`src/design/tqwd_pkg.sv`:
```
// Shared types, constants and the control program of the two-queue dispatcher.
package tqwd_pkg;

    localparam int QUEUE_DEPTH_DEFAULT = 64;

    localparam logic [7:0] PRIORITY_CODE = 8'h43;

    localparam int CFG_DATA_W = 4;
    localparam int CFG_IDX_W  = 1;

    localparam logic [CFG_IDX_W-1:0] REG_PPG = 1'b0;
    localparam logic [CFG_IDX_W-1:0] REG_GPT = 1'b1;

    localparam logic [3:0] PPG_RESET = 4'd4;
    localparam logic [2:0] GPT_RESET = 3'd2;
    localparam logic [3:0] PPG_MAX   = 4'd8;
    localparam logic [2:0] GPT_MAX   = 3'd4;

    localparam logic FUNC_BOOK     = 1'b0;
    localparam logic FUNC_DISPATCH = 1'b1;

    localparam logic [1:0] KIND_VEHICLE = 2'd0;
    localparam logic [1:0] KIND_EMPTY   = 2'd1;
    localparam logic [1:0] KIND_DROPPED = 2'd2;

    typedef struct packed {
        logic       func;
        logic [7:0] vehicle_code;
    } in_item_t;

    typedef struct packed {
        logic [1:0] kind;
        logic [7:0] vehicle_code_res;
        logic       last;
    } out_item_t;

    // Datapath actions selected by the control word.
    typedef enum logic [2:0] {
        ACT_NONE,
        ACT_FETCH,
        ACT_BOOK,
        ACT_DINIT,
        ACT_SLOT,
        ACT_MARK
    } act_t;

    // Jump conditions; when the condition is false the step counter advances by one.
    typedef enum logic [2:0] {
        JMP_NEXT,
        JMP_ALWAYS,
        JMP_IF_IDLE,
        JMP_IF_DISPATCH,
        JMP_IF_MORE
    } cond_t;

    typedef logic [2:0] upc_t;

    localparam upc_t UPC_FETCH  = 3'd0;
    localparam upc_t UPC_DECODE = 3'd1;
    localparam upc_t UPC_BOOK   = 3'd2;
    localparam upc_t UPC_DINIT  = 3'd3;
    localparam upc_t UPC_SLOT   = 3'd4;
    localparam upc_t UPC_MARK   = 3'd5;

    typedef struct packed {
        act_t  act;
        cond_t cond;
        upc_t  target;
    } ucode_t;

    // Status returned by the datapath to the sequencer.
    typedef struct packed {
        logic idle;      // no word accepted this cycle
        logic dispatch;  // latched word is a dispatch request
        logic more;      // batch still has slots to serve
        logic hold;      // result register busy, step must repeat
    } dp_status_t;

    function automatic ucode_t ucode_rom(input upc_t upc);
        ucode_t cw;
        unique case (upc)
            UPC_FETCH:  cw = '{act: ACT_FETCH, cond: JMP_IF_IDLE,     target: UPC_FETCH};
            UPC_DECODE: cw = '{act: ACT_NONE,  cond: JMP_IF_DISPATCH, target: UPC_DINIT};
            UPC_BOOK:   cw = '{act: ACT_BOOK,  cond: JMP_ALWAYS,      target: UPC_FETCH};
            UPC_DINIT:  cw = '{act: ACT_DINIT, cond: JMP_NEXT,        target: UPC_SLOT};
            UPC_SLOT:   cw = '{act: ACT_SLOT,  cond: JMP_IF_MORE,     target: UPC_SLOT};
            UPC_MARK:   cw = '{act: ACT_MARK,  cond: JMP_ALWAYS,      target: UPC_FETCH};
            default:    cw = '{act: ACT_NONE,  cond: JMP_ALWAYS,      target: UPC_FETCH};
        endcase
        return cw;
    endfunction

endpackage

```
`src/design/tqwd_ram.sv`:
```
// Generic single-write, single-read RAM with registered read data.
module tqwd_ram #(
    parameter int WIDTH = 8,
    parameter int DEPTH = tqwd_pkg::QUEUE_DEPTH_DEFAULT
) (
    input  logic                     aclk,
    input  logic                     wr_en,
    input  logic [$clog2(DEPTH)-1:0] wr_addr,
    input  logic [WIDTH-1:0]         wr_data,
    input  logic [$clog2(DEPTH)-1:0] rd_addr,
    output logic [WIDTH-1:0]         rd_data
);

    logic [WIDTH-1:0] mem [DEPTH];

    always_ff @(posedge aclk) begin
        if (wr_en) begin
            mem[wr_addr] <= wr_data;
        end
        rd_data <= mem[rd_addr];
    end

endmodule

```
`src/design/tqwd_sequencer.sv`:
```
// Step counter and control-word table that drive the dispatcher datapath.
module tqwd_sequencer (
    input  logic                   aclk,
    input  logic                   aresetn,
    input  tqwd_pkg::dp_status_t   status,
    output tqwd_pkg::act_t         act
);

    tqwd_pkg::upc_t   upc_reg;
    tqwd_pkg::upc_t   upc_next;
    tqwd_pkg::ucode_t cw;
    logic             jump;

    assign cw  = tqwd_pkg::ucode_rom(upc_reg);
    assign act = cw.act;

    always_comb begin
        unique case (cw.cond)
            tqwd_pkg::JMP_NEXT:        jump = 1'b0;
            tqwd_pkg::JMP_ALWAYS:      jump = 1'b1;
            tqwd_pkg::JMP_IF_IDLE:     jump = status.idle;
            tqwd_pkg::JMP_IF_DISPATCH: jump = status.dispatch;
            tqwd_pkg::JMP_IF_MORE:     jump = status.more;
            default:                   jump = 1'b1;
        endcase
    end

    always_comb begin
        if (status.hold) begin
            upc_next = upc_reg;
        end else if (jump) begin
            upc_next = cw.target;
        end else begin
            upc_next = upc_reg + 3'd1;
        end
    end

    always_ff @(posedge aclk) begin
        if (!aresetn) begin
            upc_reg <= tqwd_pkg::UPC_FETCH;
        end else begin
            upc_reg <= upc_next;
        end
    end

endmodule

```
`src/design/tqwd_datapath.sv`:
```
// Queue state, slot counters and result register of the dispatcher.
module tqwd_datapath #(
    parameter int QUEUE_DEPTH = tqwd_pkg::QUEUE_DEPTH_DEFAULT
) (
    input  logic                                aclk,
    input  logic                                aresetn,
    input  tqwd_pkg::act_t                      act,
    output tqwd_pkg::dp_status_t                status,
    input  logic                                cfg_wr_en,
    input  logic [tqwd_pkg::CFG_IDX_W-1:0]      cfg_index,
    input  logic [tqwd_pkg::CFG_DATA_W-1:0]     cfg_wdata,
    input  logic                                s_valid,
    output logic                                s_ready,
    input  tqwd_pkg::in_item_t                  s_item,
    output logic                                m_valid,
    input  logic                                m_ready,
    output tqwd_pkg::out_item_t                 m_item
);

    localparam int CNT_W = $clog2(QUEUE_DEPTH + 1);
    localparam int PTR_W = $clog2(QUEUE_DEPTH);
    localparam logic [CNT_W-1:0] FULL_CNT = CNT_W'(QUEUE_DEPTH);
    localparam logic [PTR_W-1:0] LAST_PTR = PTR_W'(QUEUE_DEPTH - 1);

    logic [3:0]          ppg_reg;
    logic [2:0]          gpt_reg;
    tqwd_pkg::in_item_t  item_reg;
    logic [CNT_W-1:0]    pri_cnt_reg, pri_cnt_next;
    logic [CNT_W-1:0]    sec_cnt_reg, sec_cnt_next;
    logic [PTR_W-1:0]    head_reg, head_next;
    logic [PTR_W-1:0]    tail_reg, tail_next;
    logic [3:0]          slot_reg, slot_next;
    logic [1:0]          group_reg, group_next;
    logic                served_reg, served_next;
    logic                m_valid_reg, m_valid_next;
    tqwd_pkg::out_item_t m_item_reg, m_item_next;

    logic [3:0] ppg_eff;
    logic [2:0] gpt_eff;
    logic       accepted;
    logic       out_free;
    logic       emit;
    logic       hold;
    logic       done;
    logic       ram_wr;
    logic [7:0] ram_rdata;
    logic       is_prio_code;
    logic       drop;
    logic       prefer;
    logic       take_pri;
    logic       take_sec;
    logic       final_slot;

    // Out-of-range register values saturate into the legal range.
    always_comb begin
        if (ppg_reg == 4'd0) begin
            ppg_eff = 4'd1;
        end else if (ppg_reg > tqwd_pkg::PPG_MAX) begin
            ppg_eff = tqwd_pkg::PPG_MAX;
        end else begin
            ppg_eff = ppg_reg;
        end
        if (gpt_reg == 3'd0) begin
            gpt_eff = 3'd1;
        end else if (gpt_reg > tqwd_pkg::GPT_MAX) begin
            gpt_eff = tqwd_pkg::GPT_MAX;
        end else begin
            gpt_eff = gpt_reg;
        end
    end

    assign s_ready  = (act == tqwd_pkg::ACT_FETCH);
    assign accepted = s_valid && s_ready;
    assign out_free = !m_valid_reg || m_ready;

    assign is_prio_code = (item_reg.vehicle_code == tqwd_pkg::PRIORITY_CODE);
    assign drop = is_prio_code ? (pri_cnt_reg == FULL_CNT) : (sec_cnt_reg == FULL_CNT);

    // A slot prefers the priority class until its share of the group is used.
    assign prefer   = (slot_reg < ppg_eff);
    assign take_pri = (prefer && pri_cnt_reg != '0) || (sec_cnt_reg == '0 && pri_cnt_reg != '0);
    assign take_sec = !take_pri && (sec_cnt_reg != '0);
    assign final_slot = ({1'b0, group_reg} == gpt_eff - 3'd1) && (slot_reg == ppg_eff);

    always_comb begin
        pri_cnt_next = pri_cnt_reg;
        sec_cnt_next = sec_cnt_reg;
        head_next    = head_reg;
        tail_next    = tail_reg;
        slot_next    = slot_reg;
        group_next   = group_reg;
        served_next  = served_reg;
        m_item_next  = m_item_reg;
        ram_wr       = 1'b0;
        emit         = 1'b0;
        done         = 1'b1;

        unique case (act)
            tqwd_pkg::ACT_BOOK: begin
                emit = drop;
                m_item_next = '{kind: tqwd_pkg::KIND_DROPPED,
                                vehicle_code_res: item_reg.vehicle_code, last: 1'b1};
                if (!drop) begin
                    if (is_prio_code) begin
                        pri_cnt_next = pri_cnt_reg + CNT_W'(1);
                    end else begin
                        ram_wr       = 1'b1;
                        tail_next    = (tail_reg == LAST_PTR) ? '0 : tail_reg + PTR_W'(1);
                        sec_cnt_next = sec_cnt_reg + CNT_W'(1);
                    end
                end
            end
            tqwd_pkg::ACT_DINIT: begin
                slot_next   = 4'd0;
                group_next  = 2'd0;
                served_next = 1'b0;
            end
            tqwd_pkg::ACT_SLOT: begin
                emit = take_pri || take_sec;
                if (take_pri) begin
                    pri_cnt_next = pri_cnt_reg - CNT_W'(1);
                end
                if (take_sec) begin
                    sec_cnt_next = sec_cnt_reg - CNT_W'(1);
                    head_next    = (head_reg == LAST_PTR) ? '0 : head_reg + PTR_W'(1);
                end
                // Counts only fall during a batch, so two empty queues end it for good.
                done = final_slot || (pri_cnt_next == '0 && sec_cnt_next == '0);
                m_item_next = '{kind: tqwd_pkg::KIND_VEHICLE,
                                vehicle_code_res: take_pri ? tqwd_pkg::PRIORITY_CODE : ram_rdata,
                                last: done};
                if (emit) begin
                    served_next = 1'b1;
                end
                if (slot_reg == ppg_eff) begin
                    slot_next  = 4'd0;
                    group_next = group_reg + 2'd1;
                end else begin
                    slot_next = slot_reg + 4'd1;
                end
            end
            tqwd_pkg::ACT_MARK: begin
                emit = !served_reg;
                m_item_next = '{kind: tqwd_pkg::KIND_EMPTY, vehicle_code_res: 8'h00, last: 1'b1};
            end
            default: begin
            end
        endcase

        hold = emit && !out_free;

        // A stalled step changes nothing and is repeated.
        if (hold) begin
            pri_cnt_next = pri_cnt_reg;
            sec_cnt_next = sec_cnt_reg;
            head_next    = head_reg;
            tail_next    = tail_reg;
            slot_next    = slot_reg;
            group_next   = group_reg;
            served_next  = served_reg;
            m_item_next  = m_item_reg;
            ram_wr       = 1'b0;
        end else if (!emit) begin
            m_item_next = m_item_reg;
        end

        m_valid_next = out_free ? (emit && !hold) : m_valid_reg;
    end

    assign status = '{idle: !accepted,
                      dispatch: (item_reg.func == tqwd_pkg::FUNC_DISPATCH),
                      more: !done,
                      hold: hold};

    always_ff @(posedge aclk) begin
        if (!aresetn) begin
            ppg_reg     <= tqwd_pkg::PPG_RESET;
            gpt_reg     <= tqwd_pkg::GPT_RESET;
            pri_cnt_reg <= '0;
            sec_cnt_reg <= '0;
            head_reg    <= '0;
            tail_reg    <= '0;
            slot_reg    <= 4'd0;
            group_reg   <= 2'd0;
            served_reg  <= 1'b0;
            m_valid_reg <= 1'b0;
        end else begin
            if (cfg_wr_en) begin
                if (cfg_index == tqwd_pkg::REG_PPG) begin
                    ppg_reg <= cfg_wdata[3:0];
                end else if (cfg_index == tqwd_pkg::REG_GPT) begin
                    gpt_reg <= cfg_wdata[2:0];
                end
            end
            pri_cnt_reg <= pri_cnt_next;
            sec_cnt_reg <= sec_cnt_next;
            head_reg    <= head_next;
            tail_reg    <= tail_next;
            slot_reg    <= slot_next;
            group_reg   <= group_next;
            served_reg  <= served_next;
            m_valid_reg <= m_valid_next;
        end
    end

    always_ff @(posedge aclk) begin
        if (accepted) begin
            item_reg <= s_item;
        end
        m_item_reg <= m_item_next;
    end

    // The read address follows the next head so the front entry is ready every cycle.
    tqwd_ram #(
        .WIDTH (8),
        .DEPTH (QUEUE_DEPTH)
    ) u_store (
        .aclk    (aclk),
        .wr_en   (ram_wr),
        .wr_addr (tail_reg),
        .wr_data (item_reg.vehicle_code),
        .rd_addr (head_next),
        .rd_data (ram_rdata)
    );

    assign m_valid = m_valid_reg;
    assign m_item  = m_item_reg;

endmodule

```
`src/design/two_queue_weighted_dispatcher_unit.sv`:
```
// Top level of the two-queue weighted round-robin dispatcher.
// A booking word runs the fetch, decode and enqueue steps, and a dispatch word runs fetch,
// decode, batch setup, one slot step per served vehicle (at most 36, and a single slot step
// for an empty batch) from the slot step of the control program, and a closing step that
// emits the empty marker when nothing was served. The result register stalls the program
// only while m_ready is held low. Bookings whose class queue already holds QUEUE_DEPTH
// entries return a single dropped word.
module two_queue_weighted_dispatcher_unit #(
    parameter int QUEUE_DEPTH = tqwd_pkg::QUEUE_DEPTH_DEFAULT
) (
    input  logic                            aclk,
    input  logic                            aresetn,
    input  logic                            cfg_wr_en,
    input  logic [tqwd_pkg::CFG_IDX_W-1:0]  cfg_index,
    input  logic [tqwd_pkg::CFG_DATA_W-1:0] cfg_wdata,
    input  logic                            s_valid,
    output logic                            s_ready,
    input  tqwd_pkg::in_item_t              s_item,
    output logic                            m_valid,
    input  logic                            m_ready,
    output tqwd_pkg::out_item_t             m_item
);

    tqwd_pkg::act_t       act;
    tqwd_pkg::dp_status_t status;

    tqwd_sequencer u_seq (
        .aclk    (aclk),
        .aresetn (aresetn),
        .status  (status),
        .act     (act)
    );

    tqwd_datapath #(
        .QUEUE_DEPTH (QUEUE_DEPTH)
    ) u_dp (
        .aclk      (aclk),
        .aresetn   (aresetn),
        .act       (act),
        .status    (status),
        .cfg_wr_en (cfg_wr_en),
        .cfg_index (cfg_index),
        .cfg_wdata (cfg_wdata),
        .s_valid   (s_valid),
        .s_ready   (s_ready),
        .s_item    (s_item),
        .m_valid   (m_valid),
        .m_ready   (m_ready),
        .m_item    (m_item)
    );

endmodule

```
`config.mk`:
```
export PLATFORM = sky130hd
export DESIGN_NAME = two_queue_weighted_dispatcher_unit
export DESIGN_NICKNAME = d
export VERILOG_FILES = /design/src/design/tqwd_pkg.sv /design/src/design/tqwd_ram.sv /design/src/design/tqwd_sequencer.sv /design/src/design/tqwd_datapath.sv /design/src/design/two_queue_weighted_dispatcher_unit.sv
export SDC_FILE = /design/constraint.sdc
export NUM_CORES = 1
export LEC_CHECK = 0
export ABC_AREA = 1
export BUFFER_PORTS_ARGS = -buffer_cell sky130_fd_sc_hd__buf_2
export CELL_PAD_IN_SITES_DETAIL_PLACEMENT = 1
export CELL_PAD_IN_SITES_GLOBAL_PLACEMENT = 1
export CORE_MARGIN = 2
export CORE_UTILIZATION = 54
export DETAILED_ROUTE_END_ITERATION = 16
export MAX_ROUTING_LAYER = met4
export PLACE_DENSITY_LB_ADDON = 0.1
export SYNTH_ARGS = -nofsm -noshare
export SYNTH_HDL_FRONTEND = slang
export SYNTH_SLANG_ARGS = --single-unit
```
`constraint.sdc`:
```
create_clock -name aclk -period 5.7 [get_ports aclk]
set_clock_uncertainty 0.05 [all_clocks]
set_input_delay 0.855 -clock aclk [delete_from_list [all_inputs] [get_ports aclk]]
set_output_delay 0.855 -clock aclk [all_outputs]
set_load 0.05 [all_outputs]
```
==> results.cfg, run 1 <==
[yosys]
synth_area_um2 = 26700
synth_edf_count = 532
synth_common_cells = nand2_1 (609), nand3_1 (582), inv_1 (564)
synth_nets = 2800
synthDistinctLibCells = 44
synth_top_area_share = 0.599
yosysMostFrequentCell = nand2_1
synth_warnings = 0
yosysSeqAreaShare = 0.638
yosysTopAreaCell = edfxtp_1
synth_area_leaders = edfxtp_1 (60%), nand3_1 (11%), nand2_1 (8.6%)
synth_async_sr_flop_share = 0
ys.flop_type = edfxtp_1
syn_inst = 2763
avgSynthCellArea_um2 = 9.65
ys_ff_latch = 584

[route]
wl_mm = 76.3
drtAntennaViolNets = 0
firstDrtPassIters = 5
routed_via_density = 5.60
drc_errors = 0
wl_per_cell_um = 21.9
drtIter0Drc = 1680
num_vias = 19500

[clock_tree]
cts_hold_buf = 0
clock_latency_ns = 0.66
cts_root_buf = clkbuf_16
cts_setup_buffers = 0
ctsHtreeMaxLevel = 2
path_clk_slew_ns = 0.06
cts_sinks = 584
cts_tree = built
clockBufferDepth = 3
cts_resized = 0
cts_buffers = 61

[timing]
maxSlewViolCount = 0
fmaxAchievable_mhz = 204
relSlewSlack = 0.218
post-route-min-period_ns = 4.91
setup_violations = 0
tightest_slew_ns = 1.17
finalSetupTns_ns = 0
hold_viol = 0
rsz0062_at_grt = no
fin_crit_sh = 0.861

[layout]
largest_reg_flops = 512
seqCellArea_um2 = 17000
fillers = 5447
nNetsFinal = 2804
multiInputGateArea_um2 = 6930
areaGrowthSynthToFinish_pct = 10.3
diodes = 0
drive_above_1_share = 0.0617

[worst_setup_path]
timing.reg2reg.setup_slack_ns = 0.79
crit_path_start_kind = flop
r2r-start = u_seq.upc_reg[1]$_SDFFE_PN0N_
cp-end-kind = flop
critical_path_arrival_ns = 5.36
crit_required_ns = 6.15
crit_fanout = 107
path_class = reg -> reg
r2r-end = u_dp.u_store.rd_data[6]$_DFF_P_
rr_worst_depth = 17

[worst_hold_path]
worstHoldPathType = in -> reg
min_from = s_item[7]
hold_path_depth = 1
holdPathEnd = u_dp.item_reg[7]$_DFFE_PP_

[flow_run]
maxCapViolations = 0

[power_and_ir_drop]
leakage_nw = 12.5
ir_drop_v = 0.000344
power.total_mw = 11.8
power_per_cell_area_nw_per_um2 = 403

[grt]
track_usage = 0.313
grt_max_degree = 108
grt_pass1_vias = 20600
grt_first_pass_wirelength_mm = 117
grt_overflow = 0
antenna_found_initial = 0

[floorplan]
die_h_um = 226
start_util = 0.546
rows = 81
ioPinCount = 32
core_um2 = 48800
die_x_um = 226
design.die.area_um2 = 51200

[outcome]
status = complete, no violations

[place]
place_hpwl_mm = 45.2
gp_congestion = 0.888
placement.io_buffers = 31
## logic make-up (layout without fill, tap and decap cells)
logic type,Yosys count,count (layout),share of synthesized area
AOI/OAI and AO/OA,102,102,0.0214
DFF,584,584,0.638
and+or+nand+nor,1356,1356,0.224
xor gates and xnor gates,14,14,0.00488
adders and majority gates,18,18,0.00845
buffers and inverters,689,744,0.104
## per-stage QoR
stage          cell area [um^2]  setup slack (ns)  utilization  hold WS [ns]  cells
2_1_floorplan             26700              2.47            -         0.394   2763
3_3_place_gp              27400              1.07        0.560         0.411   3368
3_5_place_dp              27400             0.929        0.560         0.421   3368
4_1_cts                   29400             0.880        0.602         0.332   3482
5_1_grt                   29400             0.457        0.602         0.348   3482
6_report                  29400             0.790        0.602         0.357   3482
## cell usage in the layout, fill, tap and decap left out, types with 3 or more instances in the layout
master | Yosys | final
clkbuf_8 | 0 | 10
clkinv_2 | 0 | 5
inv_2 | 4 | 4
dfxtp_1 | 52 | 52
buf_2 | 73 | 31
nand2_4 | 6 | 5
or2_2 | 3 | 3
inv_1 | 564 | 564
nor3_1 | 16 | 16
a21oi_1 | 22 | 22
clkbuf_1 | 19 | 12
nand2_1 | 609 | 607
buf_4 | 16 | 23
buf_12 | 0 | 6
nor2_1 | 119 | 119
clkinv_1 | 2 | 17
xor2_1 | 11 | 11
bufinv_16 | 0 | 5
nand4_1 | 7 | 7
ha_1 | 18 | 18
nand3_1 | 582 | 582
a31oi_1 | 7 | 7
edfxtp_1 | 532 | 532
nand2_2 | 4 | 5
o21ai_0 | 54 | 54
clkbuf_16 | 0 | 62
a211oi_1 | 4 | 4
o211ai_1 | 3 | 3
## worst max path at each step
stage                                                   end  slack [ns]                          start
final                       u_dp.u_store.rd_data[6]$_DFF_P_        0.79  u_seq.upc_reg[1]$_SDFFE_PN0N_
after global routing        u_dp.u_store.rd_data[5]$_DFF_P_        0.46  u_seq.upc_reg[1]$_SDFFE_PN0N_
after CTS                   u_dp.u_store.rd_data[6]$_DFF_P_        0.88  u_seq.upc_reg[1]$_SDFFE_PN0N_
after detailed placement    u_dp.u_store.rd_data[4]$_DFF_P_        0.93  u_seq.upc_reg[1]$_SDFFE_PN0N_
after global placement      u_dp.u_store.rd_data[4]$_DFF_P_        1.07  u_seq.upc_reg[0]$_SDFFE_PN0N_
after floorplan           u_dp.u_store.mem[11][0]$_DFFE_PP_        2.47     u_dp.item_reg[2]$_DFFE_PP_
## metal layers
metal	up-vias	GRT usage	routed length (um)
met3	142	0.0334	3900
met4	0	0.117	2580
met5	-	-	0
li1	8998	-	-
met2	601	0.528	38400
met1	9767	0.391	31400
## power by group
part | switching, mW | internal (mW)
clock | 1.69 | 2.34
combinational | 1.88 | 0.568
sequential | 0.108 | 5.25
total | 3.68 | 8.16
## critical path, stage by stage (launching register included)
cell and delay (ns):
dfxtp_1 0.37, inv_1 0.08, ha_1 0.23, nand2_1 0.13, inv_1 0.10, nor3_4 0.62
nand3_1 0.30, nor2_1 0.19, nand3_2 0.46, nand2_8 0.77, buf_4 0.49, nand2_1 0.12
nand3_1 0.11, nand3_1 0.09, nand3_1 0.17, nand3_1 0.19, nand3_1 0.14, nand2_1 0.06
## final cells by class
type,instances,share of cell area
multi-input cells,1490,0.236
inverters,570,0.0728
repair buffers,60,0.0152
clock buffers,84,0.0590
well taps,664,0.0283
flip-flops and latches,584,0.579
clock inverters,30,0.0103
(Power assumes the default switching activity.)
==> run 2: changes to the inputs <==
GPL_TIMING_DRIVEN = 0   (was unset)
==> results.cfg, run 2 (same netlist as run 1, synthesis figures left out) <==
[timing]
setup_violations = 0
relSlewSlack = 0.115
fin_crit_sh = 0.914
rsz0062_at_grt = no
maxSlewViolCount = 0
fmaxAchievable_mhz = 192
tightest_slew_ns = 1.33
hold_viol = 0
post-route-min-period_ns = 5.21

[worst_hold_path]
min_from = s_item[0]
worstHoldPathType = in -> reg

[grt]
grt_first_pass_wirelength_mm = 130
globalRouteMet3Util = 0.0487
top_usage_layer = met2
grt_overflow = 0
met2_usage = 0.575
use_met1 = 0.455
grt_max_degree = 29
antenna_found_initial = 0
grt_pass1_vias = 21500
track_usage = 0.358

[clock_tree]
cts_resized = 0
cts_hold_buf = 0
path_clk_slew_ns = 0.06
cts_setup_buffers = 0
clockBufferDepth = 3
cts_root_buf = clkbuf_16
cts_tree = built
ctsHtreeMaxLevel = 2
clock_latency_ns = 0.64
cts_buffers = 60
cts_sinks = 584

[floorplan]
die_x_um = 226
design.die.area_um2 = 51200
rows = 81
ioPinCount = 32
start_util = 0.546
core_um2 = 48800
die_h_um = 226

[route]
wl_per_cell_um = 24.3
wl_mm = 87.4
routed_via_density = 5.78
drtAntennaViolNets = 0
drtIter0Drc = 2244
num_vias = 20800
drc_errors = 0
firstDrtPassIters = 6

[worst_setup_path]
r2r-start = u_dp.item_reg[4]$_DFFE_PP_
cp-end-kind = flop
crit_fanout = 20
startpoint = u_dp.item_reg[4]$_DFFE_PP_
crit_path_start_kind = flop
path_class = reg -> reg
critical_path_arrival_ns = 5.42
crit_required_ns = 5.91

[outcome]
status = complete, no violations

[layout]
nNetsFinal = 2916
layout.cells.non_filler = 3594
fillers = 5436
diodes = 0
largest_reg_flops = 512
drive_above_1_share = 0.0877
layout_common_cells = nand2_1 (609), nand3_1 (582), inv_1 (564)
areaGrowthSynthToFinish_pct = 13.0
multiInputGateArea_um2 = 6910
layout_commonest_cell = nand2_1
seqCellArea_um2 = 17000

[power_and_ir_drop]
power_per_cell_area_nw_per_um2 = 405
ir_drop_v = 0.000273
power.total_mw = 12.2
leakage_nw = 12.9

[place]
dp_cells = 3480
gp_congestion = 0.938
placement.io_buffers = 31
place_hpwl_mm = 62.0

[flow_run]
maxCapViolations = 0
-- run 2: cell types whose count changed in the layout (fill, tap and decap cells not counted), moves of 8 or more --
| cell | previous run | this run |
|---|---|---|
| buf_16 | 0 | 20 |
| buf_2 | 31 | 104 |
| clkinv_2 | 5 | 13 |
| clkbuf_8 | 10 | 0 |
| buf_1 | 0 | 8 |
| clkbuf_1 | 12 | 31 |
-- run 2: per-stage QoR --
step | hold slack, ns | TNS, ns | utilization | worst slack [ns] | instance area [um^2]
2_1_floorplan | 0.394 | 0 | - | 2.47 | 26700
3_3_place_gp | 0.405 | -51.94 | 0.566 | -0.476 | 27700
3_5_place_dp | 0.422 | 0 | 0.578 | 0.746 | 28200
4_1_cts | 0.334 | 0 | 0.616 | 0.729 | 30100
5_1_grt | 0.341 | 0 | 0.617 | 0.536 | 30100
6_report | 0.348 | 0 | 0.617 | 0.487 | 30100
-- run 2: cell type report --
cell class	instances	area share
sequential	584	0.565
multi-input combinational	1490	0.229
buffer	119	0.0206
clock inverter	41	0.0108
timing repair buffer	54	0.0247
clock buffer	72	0.0513
inverter	570	0.0710
tap	664	0.0276
-- run 2: where the power goes --
part | leakage, nW | switching (mW) | internal [mW]
clock | 0.917 | 1.71 | 2.15
sequential | 5.21 | 0.264 | 5.24
combinational | 6.79 | 1.95 | 0.896
-- run 2: final timing paths --
check                                      endpoint  slack [ns]  depth (start not counted)
setup / recovery  u_dp.u_store.mem[13][1]$_DFFE_PP_        0.49                         12
hold / removal           u_dp.item_reg[0]$_DFFE_PP_        0.35                          1
setup reg to reg  u_dp.u_store.mem[13][1]$_DFFE_PP_        0.49                         12
hold reg to reg        u_dp.served_reg$_SDFFE_PN0P_        0.43                          2
-- run 2: metal layers --
layer  part of all wire  vias to the layer above
li1                   -                     9228
met1               0.40                    10300
met2               0.48                      943
met3              0.074                      257
met4              0.048                        0
met5                  0                        -
-- run 2: critical path, stage by stage, from the launching register on --
cell	delay (ns)
edfxtp_1	0.89
buf_16	0.25
buf_16	0.17
inv_1	0.07
nand4_1	0.11
inv_1	0.07
nand2_1	0.08
nand2_1	0.09
nor2_1	0.66
inv_1	0.24
nor2_1	0.28
nand3_1	0.67
nor2_1	1.17
